**src/rtl/wsed_pkg.sv**
```systemverilog
// shared constants and controller/datapath interface types of the edge deque
`timescale 1ns / 1ps
`default_nettype none
package wsed_pkg;

  localparam int unsigned DefCapacity   = 64;
  localparam int unsigned DefVertexBits = 16;
  localparam int unsigned DefWeightBits = 32;

  // operation codes carried by the action field
  typedef enum logic [2:0] {
    ACT_CLEAR    = 3'd0,
    ACT_APPEND   = 3'd1,
    ACT_POP_BACK = 3'd2,
    ACT_PREPEND  = 3'd3,
    ACT_POP_FRNT = 3'd4,
    ACT_INSERT   = 3'd5,
    ACT_CONTAINS = 3'd6,
    ACT_NOP      = 3'd7
  } action_e;

  // per-cycle commands from controller to datapath
  typedef struct packed {
    logic load;
    logic clear;
    logic idx_zero;
    logic idx_one;
    logic idx_last;
    logic idx_inc;
    logic idx_dec;
    logic save_pos;
    logic wr_back;
    logic wr_front;
    logic wr_pos;
    logic wr_shift;
    logic pop_back;
    logic pop_front;
    logic set_found;
    logic set_empty;
    logic set_reject;
  } cmd_t;

  // datapath status seen by the controller
  typedef struct packed {
    action_e action;
    logic    empty;
    logic    full;
    logic    w_lt;
    logic    w_gt;
    logic    match;
    logic    idx_lt_count;
    logic    idx_at_last;
    logic    idx_at_pos;
  } status_t;

endpackage
`default_nettype wire

```
**src/rtl/weight_sorted_edge_deque.sv**
```systemverilog
// Edge deque with weight-ordered insert: one operation per transfer, one result each.
// Clear/append/prepend/rejects finish at dispatch, removes read one entry, contains scans
// from the front to the first match, ordered insert scans for the slot and shifts the tail.
// Throughput: one operation at a time; the next is taken the cycle after the result leaves.
// The store, with one write port and a registered read, needs a wait state per scanned or moved entry.
// Reset clears the fill count, head pointer and control; store contents are never cleared.
`timescale 1ns / 1ps
`default_nettype none
module weight_sorted_edge_deque #(
  parameter int unsigned CAPACITY    = wsed_pkg::DefCapacity,
  parameter int unsigned VERTEX_BITS = wsed_pkg::DefVertexBits,
  parameter int unsigned WEIGHT_BITS = wsed_pkg::DefWeightBits,
  localparam int unsigned CW = $clog2(CAPACITY + 1)
) (
  input  wire                           clk_i,
  input  wire                           rst_ni,
  input  wire                           in_valid_i,
  output logic                          in_stall_o,
  input  wire [2:0]                     action_i,
  input  wire [VERTEX_BITS-1:0]         edge_start_i,
  input  wire [VERTEX_BITS-1:0]         edge_end_i,
  input  wire signed [WEIGHT_BITS-1:0]  edge_weight_i,
  output logic                          out_valid_o,
  input  wire                           out_stall_i,
  output logic [VERTEX_BITS-1:0]        out_start_o,
  output logic [VERTEX_BITS-1:0]        out_end_o,
  output logic signed [WEIGHT_BITS-1:0] out_weight_o,
  output logic                          was_empty_o,
  output logic                          found_o,
  output logic                          rejected_full_o,
  output logic [CW-1:0]                 occupancy_o
);

  wsed_pkg::cmd_t    cmd;
  wsed_pkg::status_t status;

  // sequencer
  wsed_ctrl u_ctrl (
    .clk_i       (clk_i),
    .rst_ni      (rst_ni),
    .in_valid_i  (in_valid_i),
    .in_stall_o  (in_stall_o),
    .out_valid_o (out_valid_o),
    .out_stall_i (out_stall_i),
    .status_i    (status),
    .cmd_o       (cmd)
  );

  // store and result datapath
  wsed_datapath #(
    .CAPACITY    (CAPACITY),
    .VERTEX_BITS (VERTEX_BITS),
    .WEIGHT_BITS (WEIGHT_BITS)
  ) u_datapath (
    .clk_i           (clk_i),
    .rst_ni          (rst_ni),
    .cmd_i           (cmd),
    .status_o        (status),
    .action_i        (action_i),
    .edge_start_i    (edge_start_i),
    .edge_end_i      (edge_end_i),
    .edge_weight_i   (edge_weight_i),
    .out_start_o     (out_start_o),
    .out_end_o       (out_end_o),
    .out_weight_o    (out_weight_o),
    .was_empty_o     (was_empty_o),
    .found_o         (found_o),
    .rejected_full_o (rejected_full_o),
    .occupancy_o     (occupancy_o)
  );

endmodule
`default_nettype wire

```
**src/rtl/wsed_datapath.sv**
```systemverilog
// edge store memory, head/count pointers, scan index and result registers
`timescale 1ns / 1ps
`default_nettype none
module wsed_datapath #(
  parameter int unsigned CAPACITY    = wsed_pkg::DefCapacity,
  parameter int unsigned VERTEX_BITS = wsed_pkg::DefVertexBits,
  parameter int unsigned WEIGHT_BITS = wsed_pkg::DefWeightBits,
  localparam int unsigned IW = (CAPACITY > 1) ? $clog2(CAPACITY) : 1,
  localparam int unsigned CW = $clog2(CAPACITY + 1)
) (
  input  wire                           clk_i,
  input  wire                           rst_ni,
  input  wire wsed_pkg::cmd_t           cmd_i,
  output wsed_pkg::status_t             status_o,
  input  wire [2:0]                     action_i,
  input  wire [VERTEX_BITS-1:0]         edge_start_i,
  input  wire [VERTEX_BITS-1:0]         edge_end_i,
  input  wire signed [WEIGHT_BITS-1:0]  edge_weight_i,
  output logic [VERTEX_BITS-1:0]        out_start_o,
  output logic [VERTEX_BITS-1:0]        out_end_o,
  output logic signed [WEIGHT_BITS-1:0] out_weight_o,
  output logic                          was_empty_o,
  output logic                          found_o,
  output logic                          rejected_full_o,
  output logic [CW-1:0]                 occupancy_o
);

  localparam int unsigned EW = 2 * VERTEX_BITS + WEIGHT_BITS;

  logic [EW-1:0] mem [CAPACITY];

  logic [IW-1:0] head_q, head_d;
  logic [CW-1:0] count_q, count_d;
  logic [CW-1:0] idx_q, idx_d;
  logic [CW-1:0] pos_q;
  logic [EW-1:0] rdata_q;

  logic [2:0]                    action_q;
  logic [VERTEX_BITS-1:0]        e_start_q;
  logic [VERTEX_BITS-1:0]        e_end_q;
  logic signed [WEIGHT_BITS-1:0] e_weight_q;

  logic [VERTEX_BITS-1:0]        res_start_q;
  logic [VERTEX_BITS-1:0]        res_end_q;
  logic signed [WEIGHT_BITS-1:0] res_weight_q;
  logic                          res_empty_q;
  logic                          res_found_q;
  logic                          res_reject_q;

  // logical position to physical slot of the circular store
  function automatic logic [IW-1:0] phys(input logic [IW-1:0] head,
                                         input logic [CW-1:0] lpos);
    logic [CW:0] s;
    s = (CW + 1)'(head) + {1'b0, lpos};
    if (s >= (CW + 1)'(CAPACITY)) s = s - (CW + 1)'(CAPACITY);
    return s[IW-1:0];
  endfunction

  logic [EW-1:0] e_word;
  logic [IW-1:0] head_dec, head_inc;
  logic [IW-1:0] rd_addr, wr_addr;
  logic [EW-1:0] wr_data;
  logic          we;
  logic signed [WEIGHT_BITS-1:0] rd_weight;

  assign e_word    = {e_start_q, e_end_q, e_weight_q};
  assign rd_weight = rdata_q[WEIGHT_BITS-1:0];
  assign head_dec  = (head_q == '0) ? IW'(CAPACITY - 1) : head_q - IW'(1);
  assign head_inc  = (head_q == IW'(CAPACITY - 1)) ? '0 : head_q + IW'(1);
  assign rd_addr   = phys(head_q, idx_q);

  // write port select
  always_comb begin
    we      = 1'b0;
    wr_addr = phys(head_q, count_q);
    wr_data = e_word;
    if (cmd_i.wr_back) begin
      we = 1'b1;
    end else if (cmd_i.wr_front) begin
      we      = 1'b1;
      wr_addr = head_dec;
    end else if (cmd_i.wr_pos) begin
      we      = 1'b1;
      wr_addr = phys(head_q, pos_q);
    end else if (cmd_i.wr_shift) begin
      we      = 1'b1;
      wr_addr = phys(head_q, idx_q + CW'(1));
      wr_data = rdata_q;
    end
  end

  // store with registered read
  always_ff @(posedge clk_i) begin
    if (we) mem[wr_addr] <= wr_data;
    rdata_q <= mem[rd_addr];
  end

  // pointer and index next values
  always_comb begin
    head_d  = head_q;
    count_d = count_q;
    idx_d   = idx_q;
    if (cmd_i.clear) count_d = '0;
    if (cmd_i.wr_back || cmd_i.wr_pos) count_d = count_q + CW'(1);
    if (cmd_i.wr_front) begin
      head_d  = head_dec;
      count_d = count_q + CW'(1);
    end
    if (cmd_i.pop_back) count_d = count_q - CW'(1);
    if (cmd_i.pop_front) begin
      head_d  = head_inc;
      count_d = count_q - CW'(1);
    end
    if (cmd_i.idx_zero) idx_d = '0;
    if (cmd_i.idx_one)  idx_d = CW'(1);
    if (cmd_i.idx_last) idx_d = count_q - CW'(1);
    if (cmd_i.idx_inc)  idx_d = idx_q + CW'(1);
    if (cmd_i.idx_dec)  idx_d = idx_q - CW'(1);
  end

  // control registers
  always_ff @(posedge clk_i or negedge rst_ni) begin
    if (!rst_ni) begin
      head_q  <= '0;
      count_q <= '0;
      idx_q   <= '0;
    end else begin
      head_q  <= head_d;
      count_q <= count_d;
      idx_q   <= idx_d;
    end
  end

  // operand and result registers
  always_ff @(posedge clk_i) begin
    if (cmd_i.save_pos) pos_q <= idx_q;
    if (cmd_i.load) begin
      action_q     <= action_i;
      e_start_q    <= edge_start_i;
      e_end_q      <= edge_end_i;
      e_weight_q   <= edge_weight_i;
      res_start_q  <= '0;
      res_end_q    <= '0;
      res_weight_q <= '0;
      res_empty_q  <= 1'b0;
      res_found_q  <= 1'b0;
      res_reject_q <= 1'b0;
    end
    if (cmd_i.pop_back || cmd_i.pop_front) begin
      res_start_q  <= rdata_q[EW-1 -: VERTEX_BITS];
      res_end_q    <= rdata_q[WEIGHT_BITS +: VERTEX_BITS];
      res_weight_q <= rd_weight;
    end
    if (cmd_i.set_found)  res_found_q  <= 1'b1;
    if (cmd_i.set_empty)  res_empty_q  <= 1'b1;
    if (cmd_i.set_reject) res_reject_q <= 1'b1;
  end

  // status toward the controller
  always_comb begin
    status_o.action       = wsed_pkg::action_e'(action_q);
    status_o.empty        = (count_q == '0);
    status_o.full         = (count_q == CW'(CAPACITY));
    status_o.w_lt         = (e_weight_q < rd_weight);
    status_o.w_gt         = (e_weight_q > rd_weight);
    status_o.match        = (rdata_q == e_word);
    status_o.idx_lt_count = (idx_q < count_q);
    status_o.idx_at_last  = (idx_q == count_q - CW'(1));
    status_o.idx_at_pos   = (idx_q == pos_q);
  end

  assign out_start_o     = res_start_q;
  assign out_end_o       = res_end_q;
  assign out_weight_o    = res_weight_q;
  assign was_empty_o     = res_empty_q;
  assign found_o         = res_found_q;
  assign rejected_full_o = res_reject_q;
  assign occupancy_o     = count_q;

endmodule
`default_nettype wire

```
**src/rtl/wsed_ctrl.sv**
```systemverilog
// operation sequencer: handshakes, memory read waits, scan and shift loops
`timescale 1ns / 1ps
`default_nettype none
module wsed_ctrl (
  input  wire                     clk_i,
  input  wire                     rst_ni,
  input  wire                     in_valid_i,
  output logic                    in_stall_o,
  output logic                    out_valid_o,
  input  wire                     out_stall_i,
  input  wire wsed_pkg::status_t  status_i,
  output wsed_pkg::cmd_t          cmd_o
);

  typedef enum logic [3:0] {
    S_IDLE, S_DISP, S_RD_WAIT, S_POP, S_FRONT_WAIT, S_FRONT_CHK,
    S_SCAN_WAIT, S_SCAN_CHK, S_SH_WAIT, S_SH_WR, S_PLACE,
    S_CT_WAIT, S_CT_CHK, S_OUT
  } state_e;

  state_e state_q, state_d;
  logic   out_valid_q;

  // command decode and next state
  always_comb begin
    cmd_o   = '0;
    state_d = state_q;
    case (state_q)
      S_IDLE: begin
        if (in_valid_i) begin
          cmd_o.load = 1'b1;
          state_d    = S_DISP;
        end
      end
      S_DISP: begin
        state_d = S_OUT;
        case (status_i.action)
          wsed_pkg::ACT_CLEAR: cmd_o.clear = 1'b1;
          wsed_pkg::ACT_APPEND: begin
            if (status_i.full) cmd_o.set_reject = 1'b1;
            else               cmd_o.wr_back    = 1'b1;
          end
          wsed_pkg::ACT_PREPEND: begin
            if (status_i.full) cmd_o.set_reject = 1'b1;
            else               cmd_o.wr_front   = 1'b1;
          end
          wsed_pkg::ACT_POP_BACK: begin
            if (status_i.empty) cmd_o.set_empty = 1'b1;
            else begin
              cmd_o.idx_last = 1'b1;
              state_d        = S_RD_WAIT;
            end
          end
          wsed_pkg::ACT_POP_FRNT: begin
            if (status_i.empty) cmd_o.set_empty = 1'b1;
            else begin
              cmd_o.idx_zero = 1'b1;
              state_d        = S_RD_WAIT;
            end
          end
          wsed_pkg::ACT_INSERT: begin
            if (status_i.full)       cmd_o.set_reject = 1'b1;
            else if (status_i.empty) cmd_o.wr_front   = 1'b1;
            else begin
              cmd_o.idx_zero = 1'b1;
              state_d        = S_FRONT_WAIT;
            end
          end
          wsed_pkg::ACT_CONTAINS: begin
            if (!status_i.empty) begin
              cmd_o.idx_zero = 1'b1;
              state_d        = S_CT_WAIT;
            end
          end
          default: ;
        endcase
      end
      S_RD_WAIT: state_d = S_POP;
      S_POP: begin
        if (status_i.action == wsed_pkg::ACT_POP_BACK) cmd_o.pop_back  = 1'b1;
        else                                           cmd_o.pop_front = 1'b1;
        state_d = S_OUT;
      end
      // ordered insert: compare against front
      S_FRONT_WAIT: state_d = S_FRONT_CHK;
      S_FRONT_CHK: begin
        if (status_i.w_lt) begin
          cmd_o.wr_front = 1'b1;
          state_d        = S_OUT;
        end else begin
          cmd_o.idx_one = 1'b1;
          state_d       = S_SCAN_WAIT;
        end
      end
      // ordered insert: forward scan for the slot
      S_SCAN_WAIT: state_d = S_SCAN_CHK;
      S_SCAN_CHK: begin
        if (status_i.idx_lt_count && status_i.w_gt) begin
          cmd_o.idx_inc = 1'b1;
          state_d       = S_SCAN_WAIT;
        end else begin
          cmd_o.save_pos = 1'b1;
          if (!status_i.idx_lt_count) begin
            state_d = S_PLACE;
          end else begin
            cmd_o.idx_last = 1'b1;
            state_d        = S_SH_WAIT;
          end
        end
      end
      // ordered insert: move tail up one slot, back to front
      S_SH_WAIT: state_d = S_SH_WR;
      S_SH_WR: begin
        cmd_o.wr_shift = 1'b1;
        if (status_i.idx_at_pos) begin
          state_d = S_PLACE;
        end else begin
          cmd_o.idx_dec = 1'b1;
          state_d       = S_SH_WAIT;
        end
      end
      S_PLACE: begin
        cmd_o.wr_pos = 1'b1;
        state_d      = S_OUT;
      end
      // membership scan
      S_CT_WAIT: state_d = S_CT_CHK;
      S_CT_CHK: begin
        if (status_i.match) begin
          cmd_o.set_found = 1'b1;
          state_d         = S_OUT;
        end else if (status_i.idx_at_last) begin
          state_d = S_OUT;
        end else begin
          cmd_o.idx_inc = 1'b1;
          state_d       = S_CT_WAIT;
        end
      end
      S_OUT: begin
        if (!out_stall_i) state_d = S_IDLE;
      end
      default: state_d = S_IDLE;
    endcase
  end

  // state and result valid
  always_ff @(posedge clk_i or negedge rst_ni) begin
    if (!rst_ni) begin
      state_q     <= S_IDLE;
      out_valid_q <= 1'b0;
    end else begin
      state_q     <= state_d;
      out_valid_q <= (state_d == S_OUT);
    end
  end

  assign in_stall_o  = (state_q != S_IDLE);
  assign out_valid_o = out_valid_q;

endmodule
`default_nettype wire
```
**config.mk**
```make
export PLATFORM = sky130hd
export DESIGN_NAME = weight_sorted_edge_deque
export DESIGN_NICKNAME = d
export VERILOG_FILES = /design/src/rtl/wsed_pkg.sv /design/src/rtl/weight_sorted_edge_deque.sv /design/src/rtl/wsed_datapath.sv /design/src/rtl/wsed_ctrl.sv
export SDC_FILE = /design/constraint.sdc
export NUM_CORES = 2
export LEC_CHECK = 0
export ABC_CLOCK_PERIOD_IN_PS = 9870
export BUFFER_PORTS_ARGS = -buffer_cell sky130_fd_sc_hd__buf_2
export CORE_MARGIN = 2
export CORE_UTILIZATION = 44
export CTS_CLUSTER_SIZE = 40
export DETAILED_ROUTE_END_ITERATION = 8
export MAX_ROUTING_LAYER = met4
export PLACE_DENSITY_LB_ADDON = 0.3
export SETUP_SLACK_MARGIN = 0.02
export SYNTH_ARGS = -nofsm -noshare
export SYNTH_HDL_FRONTEND = slang
export SYNTH_SLANG_ARGS = --single-unit
```
**constraint.sdc**
```tcl
create_clock -name clk_i -period 9.87 [get_ports clk_i]
set_input_delay 1.974 -clock clk_i [delete_from_list [all_inputs] [get_ports clk_i]]
set_output_delay 1.974 -clock clk_i [all_outputs]
set_load 0.03 [all_outputs]
```
Yosys cells after proc, flatten, opt, wreduce, memory -nomap -nowiden
Memory sizes are Yosys's and may differ from the RTL's. A register that Yosys moved wholly into a read port is not among the register bits.
Cells that the tools add are included.
Storage, ports and cells
  bits in registers: 166
  latch bits: 0
  bits in writable memories: 4096
  memory bits (read-only): 0
  input bits: 71
  output and inout port bits: 76
  word-level logic and storage cells: 170
  memories: 1
Memories
  u_datapath.mem: words 64, bits a word 64, rd ports 1, clocked after memory_dff 1, write ports 1, RTL line wsed_datapath.sv:30  | logic [EW-1:0] mem [CAPACITY];
Operators by class
  $add $sub $neg: 14
  multipliers: 0
  divide/modulo/power cells: 0
  $lt $le $gt $ge: 7
  equal/unequal tests: 25
  shifts and indexed selects: 0
  muxes and demuxes: 91
  bitwise gates (word level): 0
  reduce and logical (&&, ||, !) cells: 16
Operators by type and width (number)
  64-bit two-way mux: 4
  6-bit two-way mux: 12
  7-bit two-way mux: 10
  64-bit equality test: 1
  32-bit two-way mux: 2
  4-bit one-hot mux with 13 select lines: 1
  16-bit two-way mux: 3
  1-bit two-way mux: 38
  6-bit by 7-bit adder with 8-bit output: 4
  8-bit by 7-bit >= comparator with 1-bit output (second input constant): 4
  32-bit > comparator: 1
  32-bit less-than comparator: 1
  4-bit two-way mux: 8
  6-bit by 1-bit subtractor with 6-bit output (second input constant): 5
  4-bit equality test (second input constant): 7
  4-bit by 3-bit equality test with 1-bit output (second input constant): 4
  7-bit by 1-bit adder with 7-bit output (second input constant): 2
  7-bit equality test: 2
  7-bit by 1-bit subtractor with 7-bit output (second input constant): 2
  4-bit one-hot mux with 3 select lines: 1
  2-bit two-way mux: 5
  1-bit one-hot mux with 2 select lines: 5
  5-bit nonzero test: 2
  3-bit equality test (second input constant): 3
  other kinds (19): 26

Longest topological paths before layout
  depth after elaboration: 10
  gate-level depth with buffers: 16
  gate-level depth less buffers: 13

By module
Synthesis repeated with hierarchy kept, for this count alone.
Unflattened totals
  cells, all modules: 6969
  area, all modules: 167125.3 sq um
By module, submodules not included
  wsed_datapath: instances 1, cells an instance 6885, area each 166517.2 sq um, sequential area each 128983.7 sq um
  wsed_ctrl: instances 1, cells an instance 84, area each 608.1 sq um, sequential area each 125.1 sq um

Worst setup path before layout
No wires, ideal clock.
  path type: register to register
  from: register u_datapath.idx_q[1]
  to: memory u_datapath.mem[37][0] (netlist bit) (enable)
  library setup time: 0.578 ns
  arrival time: 7.537 ns
  required time: 9.292 ns
  path slack: 1.755 ns
  cell stages (with the launch flop): 16
  buffers on the path: 2
  period minus slack after synthesis: 8.115 ns
  path through: dfrtp_1 clkbuf_1 inv_1 ha_1 inv_1 fa_1 inv_1 a21o_1 a21oi_1 xnor2_1 a211oi_1 a2111oi_2 a221oi_2 nand2_1 buf_2 nor3b_1
Between the ends
  word-level cells in the longest chain between the ends: 8
  elaborated cells between the ends (all ways): 9
  classes of those cells: 3 x add/sub; 1 x order compare; 5 x mux
Ends and longest elaborated chain
  start, declared: RTL line wsed_datapath.sv:34  | logic [CW-1:0] idx_q, idx_d;
  start signal, assigned: RTL line wsed_datapath.sv:130  | idx_q <= idx_d;
  7-bit by 1-bit adder with 7-bit output (*): RTL line wsed_datapath.sv:87  | wr_addr = phys(head_q, idx_q + CW'(1));
  6-bit by 7-bit adder with 8-bit output (*): RTL line wsed_datapath.sv:54  | s = (CW + 1)'(head) + {1'b0, lpos};
  8-bit by 7-bit >= comparator with 1-bit output / 6-bit by 1-bit subtractor with 6-bit output (equally long branches): RTL line wsed_datapath.sv:55  | if (s >= (CW + 1)'(CAPACITY)) s = s - (CW + 1)'(CAPACITY);
  6-bit two-way mux (*): RTL line wsed_datapath.sv:55
  6-bit two-way mux (*): RTL line wsed_datapath.sv:85  | end else if (cmd_i.wr_shift) begin
  6-bit two-way mux (*): RTL line wsed_datapath.sv:82  | end else if (cmd_i.wr_pos) begin
  6-bit two-way mux (*): RTL line wsed_datapath.sv:79  | end else if (cmd_i.wr_front) begin
  6-bit two-way mux (*): RTL line wsed_datapath.sv:77  | if (cmd_i.wr_back) begin
  end, declared: RTL line wsed_datapath.sv:30
Every way passes the cells marked *; elsewhere a longest branch is shown, timed or not.

Worst setup path after layout
  from: register u_datapath.e_weight_q[14]
  to: memory u_datapath.mem[19][45] (netlist bit) (enable)
Between the ends
  word-level cells in the longest chain between the ends: 7
  elaborated cells between the ends (all ways): 9
  classes of those cells: 1 x order compare; 8 x mux
Ends and longest elaborated chain
  start, declared: RTL line wsed_datapath.sv:41  | logic signed [WEIGHT_BITS-1:0] e_weight_q;
  start signal, assigned: RTL line wsed_datapath.sv:141  | e_weight_q <= edge_weight_i;
  32-bit less-than comparator (*): RTL line wsed_datapath.sv:164  | status_o.w_lt = (e_weight_q < rd_weight);
  1-bit two-way mux (*): RTL line wsed_ctrl.sv:87  | if (status_i.w_lt) begin
  1-bit one-hot mux with 2 select lines (*): RTL line wsed_ctrl.sv:28  | case (state_q)
  1-bit two-way mux: RTL line wsed_datapath.sv:79
  1-bit two-way mux: RTL line wsed_datapath.sv:77
  1-bit two-way mux: RTL line wsed_datapath.sv:94  | if (we) mem[wr_addr] <= wr_data;
  1-bit two-way mux (implied by the code): RTL line wsed_datapath.sv:94
Marks and branches as above.

==> metrics.cfg <==
[run_status]
status=completed

[timing]
hold_violations=0
fin_ws_ns=3.34
maxSlewHeadroom_pct=7.86
post-route-period-util_pct=66.2
max_freq_mhz=153
clock-skew-final_ns=0.0859
finalSetupTns_ns=0
rsz0062_at_grt=no
hold_ws_ns=0.559
setup_viol=0
tightestPinTransition_ns=1.38
post-route-min-period_ns=6.53
finalMaxSlewViolations=0

[placement]
dp_slack_ns=3.49
port_buffers=146
gp_congestion=0.865
dpl.hpwl_um=263000

[critical_path]
setup.worst_path.end_class=flip-flop
cp_slowest_cell=buf_4
reg2regPathDepth=13
cp_top_family=simple AND/OR/NAND/NOR gates
path_buf_inv=3
timing.rr.end=u_datapath.mem[19][45]$_DFFE_PP_
arrival_ns=7.08
worstPathMaxFanout=46
slowest_delay_ns=0.92
crit_top_cell=buf_4
path_class=flip-flop to flip-flop
path_cells=ha_1 -> nand4_2 -> nor4_2 -> o21ai_0 -> a31oi_4 -> o31ai_2 -> buf_4 -> a21boi_2 -> nor3_2 -> nand2b_1 -> nor3_2 -> buf_4 -> buf_4
cp-start-kind=flip-flop
rr_startpoint=u_datapath.e_weight_q[14]$_DFFE_PP_
worst_ep_required_time_ns=10.42
rrSetupSlack_ns=3.34

[global_routing]
track_usage_pct=23.9
grt_max_degree=110
gr-total-overflow=0
grt_antenna_before_repair=29
grt_pass1_wl_um=627000
grt_pass1_vias=79400

[finish]
nets=7626
drive_gt1_share_pct=31.6
syn_to_final_growth_pct=13.2

[die]
row_count=226
io_pins=147
die-height_um=620
die_area_um2=384000
initial_core_util_pct=44.1
fp.coreArea_um2=378000
die_w_um=620

[logic_synthesis]
synth_edf_count=4234
yosysWarnings=0
syn_area_um2=167000
syn_nets=7152
avgSynthCellArea_um2=23.8
synth-seq-area-share_pct=77.4
synth_cell_types=79
synthFlopType=edfxtp_1
synth_cells=7011
async_flop_share_pct=0.578
ys_ff_latch=4326

[cts]
clockBufferDepth=4
cts_setup_buffers=0
path_clk_slew_ns=0.06
hold_buffers=0
cts_buffers=423
cts_sinks=4326
clockRootBuffer=clkbuf_16
htreeDepth=5
cts_tree=built
clk_latency_ns=1.01
post_cts_resize_count=0

[route]
first_iter_violations=10700
wirelength_um=450000
drc=0
via_count=79200
wl_per_cell_um=34.9
dr.pass1.iters=5
drtAntennaViolNets=0
via_per_inst=6.15

[job]
drv_cap=0

[hold_path]
hold_end=u_datapath.found_o$_SDFFE_PP1P_
hold_depth=2
hold_class=flip-flop to flip-flop
min-delay-start=u_datapath.found_o$_SDFFE_PP1P_

==> logic make-up after synthesis <==
group,after synthesis,share of synthesized area (%)
AOI/OAI and AO/OA,299,1.20
adders and majority gates,70,0.543
xor gates and xnor gates,74,0.389
DFF,4326,77.4
muxes,1413,18.1
buffers and inverters,423,0.993
and+or+nand+nor,406,1.31
==> metrics by stage <==
step / instances / cell area (µm²) / util [%]
CTS: 12800 / 189000 / 49.9
detailed placement: 12100 / 175000 / 46.3
global route: 12900 / 189000 / 49.9
global placement: 12100 / 175000 / 46.3
floorplan: 7011 / 167000 / -
finish: 12900 / 189000 / 49.9
==> cell usage in the layout, fill, tap and decap left out, types with 51 or more instances in the layout <==
cell type / synthesis / layout
a211oi_1: 69 / 69
a21oi_1: 116 / 115
buf_2: 26 / 146
buf_4: 3 / 249
clkbuf_1: 227 / 79
clkbuf_16: 0 / 427
clkinv_1: 0 / 95
clkinv_2: 0 / 89
dfxtp_1: 67 / 67
edfxtp_1: 4234 / 4234
ha_1: 66 / 65
inv_1: 53 / 52
mux2_2: 65 / 60
mux2i_1: 68 / 68
mux4_2: 1280 / 1280
nand2_1: 52 / 51
nor2_1: 84 / 82
nor2b_1: 73 / 69
nor3_2: 5 / 52
==> worst max-delay path by stage <==
stage                                             start                          endpoint  depth (start not counted)
floorplan               u_datapath.idx_q[1]$_DFFE_PN0P_   u_datapath.mem[37][0]$_DFFE_PP_                         15
global placement    u_datapath.e_weight_q[15]$_DFFE_PP_  u_datapath.mem[19][41]$_DFFE_PP_                         13
detailed placement  u_datapath.e_weight_q[15]$_DFFE_PP_  u_datapath.mem[19][52]$_DFFE_PP_                         13
CTS                 u_datapath.e_weight_q[15]$_DFFE_PP_  u_datapath.mem[19][26]$_DFFE_PP_                         13
global route        u_datapath.e_weight_q[15]$_DFFE_PP_  u_datapath.mem[19][26]$_DFFE_PP_                         13
finish              u_datapath.e_weight_q[14]$_DFFE_PP_  u_datapath.mem[19][45]$_DFFE_PP_                         13
==> area by class of cell <==
type	instances	area [µm²]
Fill cell	29200	189000
Sequential cell	4326	129000
Multi-Input combinational cell	2262	36500
Clock buffer	518	11100
Tap cell	5016	6280
Timing Repair Buffer	419	3080
Clock inverter	255	2400
Inverter	53	201
Antenna cell	18	45.0
==> flip-flops by register name, summed over array words and instances (netlist names), 3 cells and up <==
name,cells
u_ctrl.state_q,4
u_datapath.action_q,3
u_datapath.e_end_q,16
u_datapath.e_start_q,16
u_datapath.e_weight_q,32
u_datapath.head_q,6
u_datapath.idx_q,7
u_datapath.mem,4096
u_datapath.occupancy_o,7
u_datapath.out_end_o,16
u_datapath.out_start_o,16
u_datapath.out_weight_o,32
u_datapath.pos_q,7
u_datapath.rdata_q,64
==> cell usage after synthesis, types with 52 or more instances <==
master | instances | area share, %
nor2_1 | 84 | 0.19
buf_1 | 110 | 0.25
nor3_1 | 68 | 0.20
a211oi_1 | 69 | 0.31
clkbuf_1 | 227 | 0.51
inv_1 | 53 | 0.12
edfxtp_1 | 4234 | 76
a21oi_1 | 116 | 0.35
mux4_2 | 1280 | 17
nand2_1 | 52 | 0.12
mux2_2 | 65 | 0.44
ha_1 | 66 | 0.50
nor2b_1 | 73 | 0.27
mux2i_1 | 68 | 0.41
dfxtp_1 | 67 | 0.80
==> worst reg2reg max path: cells and delay by family (launching register included) <==
family / cells / cell delay (ns)
adders and majority gates: 1 / 0.34
buffers and inverters: 3 / 1.55
and+or+nand+nor: 5 / 2.69
DFF: 1 / 0.40
AOI/OAI and AO/OA: 4 / 1.08
==> routing by layer <==
| layer | track usage [%] | wire length (µm) |
|---|---|---|
| met1 | 31.1 | 171000 |
| met2 | 38.7 | 224000 |
| met3 | 3.49 | 34900 |
| met4 | 8.74 | 19300 |
| met5 | - | 0 |
Power is not shown: default switching activity piles up to over one toggle a cycle in this logic, so the estimate is an artifact.
